### config.mk
export PLATFORM = sky130hd
export DESIGN_NAME = wvr_merge
export DESIGN_NICKNAME = d
export VERILOG_FILES = /design/src/design/wvr_pkg.sv /design/src/design/wvr_merge.sv
export SDC_FILE = /design/constraint.sdc
export NUM_CORES = 1
export LEC_CHECK = 0
export BUFFER_PORTS_ARGS = -buffer_cell sky130_fd_sc_hd__buf_2
export CORE_UTILIZATION = 30
export DETAILED_ROUTE_END_ITERATION = 12
export MAX_ROUTING_LAYER = met4
export PLACE_DENSITY = 0.55
export SLEW_MARGIN = 20
export SYNTH_ARGS = -nofsm -noshare
export SYNTH_HDL_FRONTEND = slang
export SYNTH_SLANG_ARGS = --single-unit
export TNS_END_PERCENT = 1
### constraint.sdc
create_clock -name vclk -period 8.73
set_input_delay 1.3095 -clock vclk [all_inputs]
set_output_delay 1.3095 -clock vclk [all_outputs]
set_load 0.03 [all_outputs]
### src/design/wvr_pkg.sv
`timescale 1ns / 1ps
`default_nettype none

package wvr_pkg;

   localparam int WARP_DEPTH = 64;
   localparam int INDEX_BITS = 32;

   localparam int CNT_W = $clog2(WARP_DEPTH + 1);
   localparam int IDX_W = $clog2(WARP_DEPTH);
   // wide enough for count + three appends and for count + window
   localparam int SUM_W = ((CNT_W > 8) ? CNT_W : 8) + 2;

   localparam int GROUP_SIZE = 16;
   localparam int NUM_GROUPS = (WARP_DEPTH + GROUP_SIZE - 1) / GROUP_SIZE;
   localparam int PAD_DEPTH  = NUM_GROUPS * GROUP_SIZE;

   localparam int CSR_DATA_W = 8;
   localparam int CSR_IDX_W  = 2;

   localparam logic [CSR_IDX_W-1:0] REG_WARP_CAPACITY = 2'd0;
   localparam logic [CSR_IDX_W-1:0] REG_REUSE_WINDOW  = 2'd1;
   localparam logic [CSR_IDX_W-1:0] REG_TRIANGLE_CAP  = 2'd2;

   localparam logic [6:0] RESET_WARP_CAPACITY = 7'd32;
   localparam logic [6:0] RESET_REUSE_WINDOW  = 7'd32;
   localparam logic [7:0] RESET_TRIANGLE_CAP  = 8'd32;

   typedef logic [INDEX_BITS-1:0] index_type;
   typedef logic [WARP_DEPTH-1:0][INDEX_BITS-1:0] entries_type;
   typedef logic [CNT_W-1:0] count_type;

   typedef struct packed {
      logic [6:0] warp_capacity;
      logic [6:0] reuse_window;
      logic [7:0] triangle_cap;
   } cfg_type;

   typedef struct packed {
      logic             commit;
      logic             restart;
      logic [2:0]       we;
      logic [IDX_W-1:0] pos_a;
      logic [IDX_W-1:0] pos_b;
      logic [IDX_W-1:0] pos_c;
   } write_type;

   typedef struct packed {
      logic        warp_closed;
      logic [6:0]  closed_size;
      logic        new_a;
      logic        new_b;
      logic        new_c;
      logic [6:0]  warp_fill;
      logic [31:0] invocation_total;
   } result_type;

   typedef enum logic [1:0] {
      ST_IDLE,
      ST_MATCH,
      ST_REDUCE,
      ST_DECIDE
   } state_type;

endpackage

`default_nettype wire

### src/design/wvr_merge.sv
`timescale 1ns / 1ps
`default_nettype none

module wvr_merge (
   input  wire [2:0]            hit,
   input  wire                  commit,
   input  wire                  end_of_mesh,
   input  wvr_pkg::cfg_type     cfg,
   input  wvr_pkg::count_type   warp_count,
   input  wire [7:0]            tri_count,
   input  wire [31:0]           total_count,
   output wvr_pkg::write_type   wr,
   output wvr_pkg::count_type   warp_count_in,
   output logic [7:0]           tri_count_in,
   output logic [31:0]          total_count_in,
   output wvr_pkg::result_type  result
);

   localparam logic [wvr_pkg::SUM_W-1:0] DEPTH_EXT = wvr_pkg::SUM_W'(wvr_pkg::WARP_DEPTH);

   logic [1:0]                missing;
   logic [wvr_pkg::SUM_W-1:0] count_ext;
   logic [wvr_pkg::SUM_W-1:0] cap_ext;
   logic                      close;
   logic [wvr_pkg::SUM_W-1:0] pos_a;
   logic [wvr_pkg::SUM_W-1:0] pos_b;
   logic [wvr_pkg::SUM_W-1:0] pos_c;
   logic                      we_a;
   logic                      we_b;
   logic                      we_c;
   logic [wvr_pkg::SUM_W-1:0] append_fill;
   logic [wvr_pkg::SUM_W-1:0] fill;
   logic [31:0]               total_pre;

   always_comb begin
      missing   = 2'(!hit[0]) + 2'(!hit[1]) + 2'(!hit[2]);
      count_ext = wvr_pkg::SUM_W'(warp_count);
      cap_ext   = (wvr_pkg::SUM_W'(cfg.warp_capacity) > DEPTH_EXT) ? DEPTH_EXT
                                                                  : wvr_pkg::SUM_W'(cfg.warp_capacity);
      close     = (count_ext + wvr_pkg::SUM_W'(missing) > cap_ext) ||
                  (tri_count >= cfg.triangle_cap);

      // missing indices go in order a, b, c at the tail of the warp
      pos_a       = count_ext;
      we_a        = !hit[0] && (pos_a < DEPTH_EXT);
      pos_b       = pos_a + wvr_pkg::SUM_W'(we_a);
      we_b        = !hit[1] && (pos_b < DEPTH_EXT);
      pos_c       = pos_b + wvr_pkg::SUM_W'(we_b);
      we_c        = !hit[2] && (pos_c < DEPTH_EXT);
      append_fill = pos_c + wvr_pkg::SUM_W'(we_c);

      fill      = close ? wvr_pkg::SUM_W'(3) : append_fill;
      total_pre = close ? total_count + 32'(warp_count) : total_count;

      wr.commit  = commit;
      wr.restart = close;
      wr.we      = close ? 3'b000 : {we_c, we_b, we_a};
      wr.pos_a   = pos_a[wvr_pkg::IDX_W-1:0];
      wr.pos_b   = pos_b[wvr_pkg::IDX_W-1:0];
      wr.pos_c   = pos_c[wvr_pkg::IDX_W-1:0];

      result.warp_closed      = close;
      result.closed_size      = close ? 7'(warp_count) : 7'd0;
      result.new_a            = close || !hit[0];
      result.new_b            = close || !hit[1];
      result.new_c            = close || !hit[2];
      result.warp_fill        = 7'(fill);
      result.invocation_total = end_of_mesh ? total_pre + 32'(fill) : total_pre;

      if (end_of_mesh) begin
         warp_count_in  = '0;
         tri_count_in   = 8'd0;
         total_count_in = 32'd0;
      end else begin
         warp_count_in  = fill[wvr_pkg::CNT_W-1:0];
         total_count_in = total_pre;
         priority if (close) tri_count_in = 8'd1;
         else if (tri_count == 8'd255) tri_count_in = tri_count;
         else tri_count_in = tri_count + 8'd1;
      end
   end

endmodule

`default_nettype wire

==> results of run 1 <==
area by class of cell:
cell class,count,area (um^2),share of cell area [%]
inverters,38,143,2.77
well taps,172,215,4.18
diodes,1,2.50,0.0486
multi-input cells,524,3660,71.1
repair buffers,209,1120,21.9
worst max-delay path by stage:
stage	slack [ns]	depth (start not counted)	from	end
after global placement	0.24	27	warp_count[0]	result[31]
after CTS	0.16	27	warp_count[0]	result[31]
after floorplan	0.08	28	warp_count[6]	result[30]
after global routing	-0.03	29	warp_count[0]	result[19]
final	0.24	29	warp_count[0]	result[19]
after detailed placement	0.20	27	warp_count[0]	result[31]
where the power goes:
part             leakage, uW  internal (uW)  total, uW  switching [uW]
sequential                 0              0          0               0
combinational        0.00250            175        505             330
clock          0.00000000634      0.0000153  0.0000153               0
kinds of logic after synthesis:
group | after synthesis | share of synthesized area (%)
multiplexers | 7 | 1.86
other | 1 | 0.0959
adder cells (fa/ha/maj) | 48 | 15.9
XOR/XNOR | 84 | 19.6
AO/OA/AOI/OAI | 121 | 21.3
buffers and inverters | 68 | 7.58
AND/OR/NAND/NOR | 262 | 33.7
cell usage in the layout (no fill, tap or decap), types with 19 or more instances in the layout:
cell / synthesis / final
a21oi_1: 33 / 33
nand2_1: 59 / 59
buf_4: 10 / 23
and2_1: 19 / 19
nor2_1: 71 / 69
ha_1: 37 / 36
nor3_1: 20 / 19
nand3_1: 23 / 23
inv_1: 37 / 37
o21ai_0: 19 / 19
buf_2: 3 / 182
xnor2_1: 47 / 47
xor2_1: 33 / 33
per-stage QoR:
step / hold WS [ns] / total power (uW) / setup TNS (ns)
6_report: 2.62 / 505 / 0
5_1_grt: 2.62 / 547 / -0.0284
4_1_cts: 2.62 / 499 / 0
3_5_place_dp: 2.62 / 497 / 0
3_3_place_gp: 2.62 / 492 / 0
2_1_floorplan: 2.74 / 356 / 0
repair_timing:
action | CTS | global route
endpoints found under the setup margin | 0 | 24
gates resized for setup | 0 | 18
setup buffers | 0 | 3
synthesized netlist by cell type (15+ instances only):
library cell and n:
nor3_1 20, and2_1 19, ha_1 37, inv_1 37
xor2_1 33, o21ai_0 19, nor2_1 71, xnor2_1 47
nand2_1 59, nand3_1 23, clkbuf_1 15, a21oi_1 33
per-layer routing:
layer  track usage [%]  share of wire [%]
met1              27.5                 47
met2              35.3                 47
met3             0.830                4.8
met4              2.82                1.5
met5                 -                  0
==> metrics.cfg, run 1 <==
[status]
status=completed

[timing]
hold_viol=0
max_freq_mhz=118
drv_slew=0
worst_pin_slew_ns=0.812
period_needed_ns=8.49
setup_viol=0
worst_slack_ns=0.237
finalCritPeriodShare_pct=97.3
slew_headroom_pct=45.5
rsz0062_at_grt=yes

[grt]
grt_max_degree=43
gr-total-overflow=0
track_usage_pct=20.6
grt_pass1_vias=4466
grt_pass1_wl_mm=21.9
antenna_found_initial=1

[synth]
synth_area_leaders=ha_1, xnor2_1, xor2_1, nor2_1, nand2_1
syn_inst=591
yosysSeqAreaShare_pct=0
synth.avg_cell_area_um2=6.62
synth_area_um2=3910
synth_warnings=0
synth_top_cell_by_area=ha_1
synth_top_cell_area_share_pct=11.8
synth_cell_types=72

[hold_path]
min_path_cells=0
min_to=wr[22]
hold_path.class=input port to primary output
holdCritStartpoint=commit

[layout]
design.seq.count=0
stdcell_area_um2=5150
seq_area_um2=0
utilization_pct=40.6
area_growth_pct=31.6
fin_nets=888
clock_buffers=0
fillers=1355
layout-drive-gt1-share_pct=31.8
fin_cells=944

[detailed_routing]
avgRoutedWirePerCell_um=15.1
vias=4882
drc=0
drt-total-wl_mm=14.2
ant_nets=0
first_iter_violations=234
dr.pass1.iters=5
viasPerCell=5.17

[critical_path]
critPathMaxStageDelay_ns=0.49
cp_num_buf_inv=9
arrival_ns=7.18
critical_path_class=input port to primary output
endpoint_kind=primary output
path_max_fanout=4
critPathSlowestCell=fa_1
cpLargestDelayFamily=adder cells
startpoint_type=input port
worst_ep_required_time_ns=7.42
cp_common_cell=inv_1

[power_and_ir_drop]
p_per_area_nw_per_um2=98.1
peakVddDrop_v=0.0000397
p_leak_uw=0.00250

[die]
die-area_um2=13500
io-pin-count=194
core_area_um2=12700
start_util_pct=30.9
dieWidth_um=116
num_rows=41
die_y_um=116

[place]
globalplace.congestion=0.893
dp_cells=940
dp_hpwl_mm=11.7
port_buffers=185
placed_area_um2=5060
place_ws_ns=0.197

[run]
maxCapViolCount=0

[cts]
hold_buffers=0

Power figures use the tool's default switching activity.
==> run 2: changes to the inputs <==
MAX_ROUTING_LAYER = default   (was met4)
==> metrics.cfg, run 2 (synthesis gave the netlist of run 1 again) <==
[detailed_routing]
ant_nets=0  ; unchanged
drt-total-wl_mm=14.3  ; was 14.2 mm
dr.pass1.iters=5  ; unchanged
avgRoutedWirePerCell_um=15.2  ; was 15.1 um
vias=4824  ; was 4882
first_iter_violations=326  ; was 234
drc=0  ; unchanged
viasPerCell=5.11  ; was 5.17

[grt]
gr-total-overflow=0  ; unchanged
grt_pass1_wl_mm=22.5  ; was 21.9 mm
grt_max_degree=43  ; unchanged
antenna_found_initial=0  ; was 1
track_usage_pct=20.4  ; was 20.6%
grt_pass1_vias=4578  ; was 4466

[die]
die-area_um2=13500  ; unchanged
num_rows=41  ; unchanged
io-pin-count=194  ; unchanged
start_util_pct=30.9  ; unchanged
core_area_um2=12700  ; unchanged
dieWidth_um=116  ; unchanged
die_y_um=116  ; unchanged

[layout]
fin_nets=889  ; was 888
utilization_pct=40.7  ; was 40.6%
layout_commonest_cell=buf_2  ; unchanged
clock_buffers=0  ; unchanged
stdcell_area_um2=5150  ; about the same
num_antenna_cells=0  ; was 1
seq_area_um2=0  ; unchanged
area_growth_pct=31.8  ; was 31.6%
design.seq.count=0  ; unchanged
fillers=1410  ; was 1355
layout-drive-gt1-share_pct=32.3  ; was 31.8%
layout_common_cells=buf_2, nor2_1, nand2_1  ; unchanged

[timing]
rsz0062_at_grt=yes  ; unchanged
finalCritPeriodShare_pct=97.1  ; was 97.3%
hold_viol=0  ; unchanged
drv_slew=0  ; unchanged
max_freq_mhz=118  ; about the same
period_needed_ns=8.48  ; was 8.49 ns
worst_pin_slew_ns=0.859  ; was 0.812 ns
setup_tns_ns=0  ; unchanged
holdWs_ns=2.62  ; about the same
slew_headroom_pct=42.3  ; was 45.5%
setup_viol=0  ; unchanged

[place]
dp_hpwl_mm=11.8  ; was 11.7 mm
placed_area_um2=5070  ; was 5060 um^2
globalplace.congestion=0.877  ; was 0.893
port_buffers=185  ; unchanged

[critical_path]
cp_common_cell=inv_1  ; unchanged
critPathMaxStageDelay_ns=0.49  ; about the same
endpoint_kind=primary output  ; unchanged
critPathSlowestCell=fa_1  ; unchanged
worst_ep_required_time_ns=7.42  ; about the same
path_max_fanout=5  ; was 4
critical_path_class=input port to primary output  ; unchanged
arrival_ns=7.17  ; was 7.18 ns
startpoint_type=input port  ; unchanged

[run]
maxCapViolCount=0  ; unchanged

[hold_path]
min_to=wr[22]  ; unchanged
min_path_cells=0  ; unchanged
hold_path.class=input port to primary output  ; unchanged
holdCritStartpoint=commit  ; unchanged

[power_and_ir_drop]
p_per_area_nw_per_um2=98.8  ; was 98.1 nW/um^2
fin_total_pwr_uw=510  ; was 505 uW
peakVddDrop_v=0.0000360  ; was 0.0000397 V
p_leak_uw=0.00250  ; about the same

[cts]
hold_buffers=0  ; unchanged

[status]
status=completed  ; unchanged

## run 2: where the power goes
| group | internal (uW) | switching, uW | total [uW] |
|---|---|---|---|
| registers | 0 | 0 | 0 |
| logic | 178 | 331 | 510 |
| clock network | 0 | 0 | 0 |
| total | 178 | 331 | 510 |
## run 2: how the worst max path moves through the flow
stage	from	to	slack, ns	cells after the start
finish	warp_count[0]	result[19]	0.25	29
global route	hit[0]	result[20]	-0.03	29
CTS	hit[0]	result[14]	0.18	29
detailed placement	hit[0]	result[14]	0.21	29
global placement	hit[0]	result[20]	0.25	29
floorplan	warp_count[6]	result[30]	0.08	28
## run 2: routing by layer
metal | routed length [um] | track usage, % | part of all wire (%) | up-vias
met2 | 7150 | 37.8 | 50 | 128
met3 | 510 | 0.934 | 3.6 | 2
met1 | 6620 | 27.3 | 46 | 2267
met5 | 0 | 0 | 0 | -
met4 | 33 | 0.769 | 0.23 | 0
li1 | - | - | - | 2427
## run 2: timing repair
action | 4_1_cts | 5_1_grt
setup buffers | 0 | 3
setup endpoints to repair | 0 | 23
gates resized for setup | 0 | 20
endpoints found under the hold margin | 0 | 0
## run 2: cell type report
type | count | area [um^2] | area share [%]
inverter | 38 | 143 | 2.77
timing repair buffer | 210 | 1130 | 21.8
multi-input combinational | 524 | 3670 | 71.2
tap | 172 | 215 | 4.17
## run 2: through the flow
stage / setup WS (ns) / std cells
global route: -0.0290 / 944
detailed placement: 0.209 / 941
finish: 0.252 / 944
CTS: 0.175 / 941
global placement: 0.250 / 941
floorplan: 0.0772 / 592
## run 2: worst max-delay path, delay by kind of cell
| family | cells | cell delay (ns) |
|---|---|---|
| buf+inv | 9 | 1.02 |
| fa+ha+maj | 8 | 2.66 |
| xor+xnor | 1 | 0.15 |
| compound gates | 7 | 1.42 |
| simple gates | 3 | 0.37 |
| mux | 1 | 0.22 |
==> run 3: changes to the inputs <==
CORE_UTILIZATION = 35   (was 30)
PLACE_DENSITY = 0.63   (was 0.55)
==> metrics.cfg, run 3 (synthesis gave the netlist of run 1 again) <==
[detailed_routing]
drc=0  ; unchanged
ant_nets=0  ; unchanged
dr.pass1.iters=6  ; was 5
first_iter_violations=266  ; was 326
vias=4859  ; was 4824
avgRoutedWirePerCell_um=15.0  ; was 15.2 um
viasPerCell=5.35  ; was 5.11
drt-total-wl_mm=13.6  ; was 14.3 mm

[place]
port_buffers=185  ; unchanged
globalplace.congestion=0.929  ; was 0.877
dp_hpwl_mm=11.1  ; was 11.8 mm
dp_cells=904  ; was 941
place_ws_ns=0.126  ; was 0.209 ns

[power_and_ir_drop]
fin_total_pwr_uw=501  ; was 510 uW
peakVddDrop_v=0.0000716  ; was 0.0000360 V
p_leak_uw=0.00247  ; was 0.00250 uW
p_per_area_nw_per_um2=98.7  ; was 98.8 nW/um^2

[layout]
fin_nets=885  ; was 889
layout_commonest_cell=buf_2  ; unchanged
layout-drive-gt1-share_pct=31.8  ; was 32.3%
seq_area_um2=0  ; unchanged
clock_buffers=0  ; unchanged
layout_common_cells=buf_2, nor2_1, nand2_1  ; unchanged
num_antenna_cells=0  ; unchanged
design.seq.count=0  ; unchanged
area_growth_pct=29.9  ; was 31.8%
fin_cells=908  ; was 944

[timing]
max_freq_mhz=119  ; was 118 MHz
worst_pin_slew_ns=0.853  ; was 0.859 ns
period_needed_ns=8.43  ; was 8.48 ns
worst_slack_ns=0.304  ; was 0.252 ns
setup_viol=0  ; unchanged
holdWs_ns=2.62  ; unchanged
hold_viol=0  ; unchanged
drv_slew=0  ; unchanged
slew_headroom_pct=42.7  ; was 42.3%
finalCritPeriodShare_pct=96.5  ; was 97.1%
rsz0062_at_grt=yes  ; unchanged

[grt]
grt_pass1_vias=4434  ; was 4578
grt_pass1_wl_mm=21.4  ; was 22.5 mm
grt_max_degree=43  ; unchanged
track_usage_pct=22.4  ; was 20.4%
gr-total-overflow=0  ; unchanged
antenna_found_initial=1  ; was 0

[die]
core_area_um2=10800  ; was 12700 um^2
die-area_um2=11600  ; was 13500 um^2
dieWidth_um=108  ; was 116 um
start_util_pct=36.1  ; was 30.9%
io-pin-count=194  ; unchanged
num_rows=38  ; was 41
die_y_um=108  ; was 116 um

[hold_path]
min_to=wr[22]  ; unchanged
holdCritStartpoint=commit  ; unchanged
min_path_cells=0  ; unchanged
hold_path.class=input port to primary output  ; unchanged

[critical_path]
cp_common_cell=ha_2  ; was inv_1
endpoint_kind=primary output  ; unchanged
critPathSlowestCell=or3_1  ; was fa_1
worst_ep_required_time_ns=7.42  ; about the same
critPathMaxStageDelay_ns=0.44  ; was 0.49 ns
path_max_fanout=4  ; was 5
startpoint_type=input port  ; unchanged
arrival_ns=7.12  ; was 7.17 ns
critical_path_class=input port to primary output  ; unchanged

[cts]
hold_buffers=0  ; unchanged

[run]
maxCapViolCount=0  ; unchanged

[status]
status=completed  ; unchanged

-- run 3: area by class of cell --
type               count  area (um^2)
fillers             1125         5760
multi-input cells    524         3670
well taps            140          175
repair buffers       206         1090
inverters             38          143
-- run 3: layer usage --
| metal | up-vias | track usage (%) | share of wire, % |
|---|---|---|---|
| met5 | - | 0 | 0.073 |
| met4 | 2 | 3.13 | 1.5 |
| met3 | 18 | 1.03 | 5.7 |
| met2 | 188 | 39.6 | 48 |
| met1 | 2227 | 30.4 | 45 |
| li1 | 2424 | - | - |
-- run 3: worst max path at each step --
stage | start | to | slack [ns] | cells after the start
2_1_floorplan | warp_count[6] | result[30] | 0.08 | 28
3_3_place_gp | hit[0] | result[20] | 0.16 | 29
3_5_place_dp | hit[0] | result[30] | 0.13 | 29
4_1_cts | hit[0] | result[30] | 0.10 | 29
5_1_grt | hit[0] | result[20] | -0.04 | 29
6_report | hit[0] | result[14] | 0.30 | 29
-- run 3: what timing repair did --
item / in CTS / in global routing
setup buffers: 0 / 4
endpoints found under the hold margin: 0 / 0
setup endpoints to repair: 0 / 21
gates resized for setup: 0 / 18
-- run 3: power breakdown --
group | switching [uW] | internal, uW
Combinational | 326 | 175
Sequential | 0 | 0
Clock | 0 | 0
Total | 326 | 175
-- run 3: critical path, delay by kind of cell --
kind	cells	cell delay (ns)
AOI/OAI and AO/OA	6	1.12
xor gates and xnor gates	1	0.16
adders and majority gates	9	2.31
buffers and inverters	5	0.68
and+or+nand+nor	8	1.53
-- run 3: per-stage QoR --
stage	utilization, %	TNS [ns]	area, um^2
floorplan	-	0	3910
global placement	46.0	0	4990
detailed placement	46.0	0	4990
CTS	46.0	0	4990
global route	46.8	-0.0510	5080
finish	46.8	0	5080
